[config.mk]
export PLATFORM = sky130hd
export DESIGN_NAME = bpra_byte_scan
export DESIGN_NICKNAME = d
export VERILOG_FILES = /design/src/bpra_pkg.sv /design/src/bpra_byte_scan.sv
export SDC_FILE = /design/constraint.sdc
export NUM_CORES = 1
export LEC_CHECK = 0
export ABC_AREA = 1
export BUFFER_PORTS_ARGS = -buffer_cell sky130_fd_sc_hd__buf_2
export CAP_MARGIN = 20
export CELL_PAD_IN_SITES_DETAIL_PLACEMENT = 0
export CELL_PAD_IN_SITES_GLOBAL_PLACEMENT = 1
export CORE_ASPECT_RATIO = 1.25
export CORE_MARGIN = 2
export CORE_UTILIZATION = 40
export DETAILED_ROUTE_END_ITERATION = 8
export PLACE_DENSITY = 0.87
export SLEW_MARGIN = 15
export SYNTH_ARGS = -nofsm -noshare
export SYNTH_HDL_FRONTEND = slang
export SYNTH_SLANG_ARGS = --single-unit
[constraint.sdc]
create_clock -name vclk -period 13.3
set_input_delay 2.66 -clock vclk [all_inputs]
set_output_delay 2.66 -clock vclk [all_outputs]
set_load 0.01 [all_outputs]
[src/bpra_pkg.sv]
package bpra_pkg;

  localparam int ROW_BITS       = 8;
  localparam int ROW_SHIFT      = 3;
  localparam int NUM_POOLS      = 4;
  localparam int DEF_POOL_PAGES = 1024;
  localparam int DEF_PAGE_BYTES = 4096;
  localparam int CFG_IDX_W      = 3;
  localparam int CFG_DATA_W     = 32;
  localparam int PAGES_REG_W    = 11;
  localparam int COUNT_W        = 11;

  localparam logic [31:0] KV_BASE_RESET = 32'hC010_0000;
  localparam logic [PAGES_REG_W-1:0] PAGES_RESET = 11'd1024;

  typedef enum logic [CFG_IDX_W-1:0] {
    REG_KV_BASE,
    REG_UV_BASE,
    REG_KP_BASE,
    REG_UP_BASE,
    REG_KV_PAGES,
    REG_UV_PAGES,
    REG_KP_PAGES,
    REG_UP_PAGES
  } reg_index_t;

  typedef enum logic [1:0] {
    POOL_KVIRT,
    POOL_UVIRT,
    POOL_KPHYS,
    POOL_UPHYS
  } pool_t;

  typedef enum logic [3:0] {
    ST_CLEAR,
    ST_IDLE,
    ST_CHECK,
    ST_SCAN,
    ST_MARK_INIT,
    ST_MARK,
    ST_ADDR,
    ST_SUM,
    ST_RESULT
  } state_t;

  typedef struct packed {
    logic                 hit;
    logic [ROW_SHIFT-1:0] pos;
  } scan_hit_t;

endpackage

[src/bpra_byte_scan.sv]
module bpra_byte_scan import bpra_pkg::*; #(
  parameter int CNT_W = 11
) (
  input  logic [ROW_BITS-1:0] bits,
  input  logic [CNT_W-1:0]    base_idx,
  input  logic [CNT_W-1:0]    span,
  input  logic [CNT_W-1:0]    want,
  input  logic [CNT_W-1:0]    run_in,
  output logic [CNT_W-1:0]    run_out,
  output scan_hit_t           hit
);

  // Walk the row one page at a time; pages at or past the span are skipped.
  always_comb begin
    logic [CNT_W-1:0] run;
    logic [CNT_W-1:0] idx;
    run = run_in;
    hit = '0;
    for (int j = 0; j < ROW_BITS; j++) begin
      idx = base_idx | CNT_W'(j);
      if (idx < span) begin
        if (bits[j]) begin
          run = '0;
        end else begin
          run = run + CNT_W'(1);
        end
        if (!hit.hit && run == want) begin
          hit.hit = 1'b1;
          hit.pos = ROW_SHIFT'(j);
        end
      end
    end
    run_out = run;
  end

endmodule

==> key figures <==
Die
  – Die width: 113 um
  – Core area: 0.0145 sq mm
  – Die area: 0.0159 sq mm
  – Initial Util: 41.2%
  – Core Rows: 49
  – I/O Pins: 67
  – Die Y: 140 um

Routing
  – Routed wire per std cell: 13.8 um
  – Drt pass-1 iters: 7
  – First-iteration detailed-routing DRC count: 434
  – Remaining antenna violation count: 0
  – DR vias/cell: 5.24
  – Detailed-route DRC error count: 3
  – Routed WL: 18600 um
  – Via Count: 7072

Layout
  – # fillers: 1705
  – Seq_cells: 0
  – Register area: 0 sq um
  – Fin area: 0.00632 sq mm
  – Layout cells sized above 1: 21.4%
  – Multi-input logic area: 0.00527 sq mm
  – Final Net Count: 1247
  – Commonest non-fill, non-tap cells in the layout: 404 x nand2_1, 110 x nor2_1, 88 x inv_1, 84 x nand2_2, 77 x nand3_1
  – Commonest non-fill, non-tap cell in the layout: nand2_1
  – ANT cells: 0
  – Layout clock buffer count: 0
  – Layout area overhead: 6.13%

Setup path
  – Cell family with most CP delay: simple AND/OR/NAND/NOR gates
  – WS Path Type: input port to output port
  – Critical path data arrival time: 9690 ps
  – Worst setup startpoint: span[10]
  – Critical Path Sink Type: output port
  – CP most frequent cell: nand2_1
  – Worst Path Max Fanout: 13
  – Slowest stage cell, crit path: o21ai_0
  – CP max stage delay: 360 ps
  – Critical Path RT: 10640 ps
  – Startpoint types: input port
  – Crit path buffers/inverters: 5

STA
  – Fin. max-slew vios: 0
  – Worst-Margin Slew: 892 ps
  – Worst setup margin: 946 ps
  – Slew headroom: 40.4%
  – Final min period: 12350 ps
  – Setup_tns: 0 ps
  – RSZ-0062 raised after global routing: no
  – Number of hold violations in the final report: 0
  – F_max: 80.9 MHz
  – Final period util: 92.9%
  – Final setup violating endpoints: 0

Global route
  – Largest net degree at the start of global routing: 24
  – Global Route Usage Sum: 22.8%
  – First-pass GRT wire length: 30300 um
  – Initial antenna violation count: 0
  – Vias in the first global route: 6441
  – Total gr overflow: 0

Yosys
  – Simple-Gate Fraction of Synth Area: 67.2%
  – Synth Area in Compound Gates: 9.70%
  – Post-Syn Area: 0.00596 sq mm
  – Largest family of logic cells by synthesized area: simple AND/OR/NAND/NOR gates
  – Synth cell types: 50
  – Synth Area in XOR/XNOR: 7.05%
  – Cell count after synthesis: 1134
  – YS warnings: 0
  – Adder-cell share of the synthesized area: 4.41%
  – Mean Syn Cell Area: 5.26 sq um
  – Sequential fraction of the synthesis area: 0%
  – Syn_nets: 1207
  – Multiplexer share of the synthesized area: 0%

Power and ir drop
  – Max IR drop VDD: 23.9 uV
  – Leakage: 3.31 nW
  – PD cells: 62.4 mW/mm^2
  – Overall power: 0.395 mW

Placement
  – Detailed placement HPWL: 15400 um
  – Placed inst area: 0.00632 sq mm
  – DP Worst Slack: 914 ps
  – GPL Wtd Cong: 0.905
  – Port Buffers: 67

Min path
  – Hold Path Origin: want[10]
  – Class of the worst hold path: input port to output port

Flow run
  – MaxCap Viol Count: 0

Outcome
  – Violated checks: design-rule violations
  – Status: finished, violations left

Clock network
  – Hold_buf cts: 0
  – Cts repair resizes: 0
  – Postcts setup bufs: 0
-- worst paths after layout --
path,cells after the start,slack [ps],end
hold / removal,6,5910,hit[3]
setup / recovery,48,950,hit[0]
-- through the flow --
| step | hold WS [ps] | std cells | utilization (%) |
|---|---|---|---|
| final | 5910 | 1350 | 43.7 |
| after global routing | 5970 | 1350 | 43.7 |
| after CTS | 5930 | 1350 | 43.7 |
| after detailed placement | 5930 | 1350 | 43.7 |
| after global placement | 5920 | 1350 | 43.7 |
| after floorplan | 5570 | 1134 | - |
-- worst min-delay path, cell delays in order --
cell     delay [ps]
buf_2           170
nand4_1         120
nand2_2          70
nand2_1          60
nand2_1          40
buf_2           130
-- cell usage after synthesis, types with 11 or more instances --
cell      count  area, sq um
nand3_2      44          440
a21oi_1      20          100
o21ai_0      24          120
buf_4        11         82.6
nand3_1      77          385
inv_1        88          330
nand2_1     404         1520
nor2_2       12         75.1
ha_1         21          263
nand4_1      65          407
nand2_2      84          526
xor2_1       48          420
nor2_1      110          413
clkinv_1     17         63.8
inv_2        14         52.6
-- logic make-up after synthesis --
family                   after synthesis
XOR/XNOR                              48
AO/OA/AOI/OAI                         89
buffers and inverters                152
AND/OR/NAND/NOR                      824
adder cells (fa/ha/maj)               21
-- layout make-up --
type / instances / share of cell area [%]
multi-input combinational: 982 / 83.3
inverter: 121 / 7.64
timing repair buffer: 69 / 5.54
tap: 178 / 3.52
-- power breakdown --
part,switching (mW),total (mW),internal (mW)
Sequential,0,0,0
Combinational,0.272,0.395,0.123
Clock,0,0,0
Total,0.272,0.395,0.123
-- routing by layer --
layer  vias up  GRT usage, %  routed length (um)  share of wire, %
li1       3767             -                   -                 -
met1      3144          27.1                7730                42
met2       129          44.0                9710                52
met3        32         0.649                 616               3.3
met4         0          6.29                 549               3.0
met5         -             0                   0                 0
Note: power is estimated with default switching activity, not from simulation.
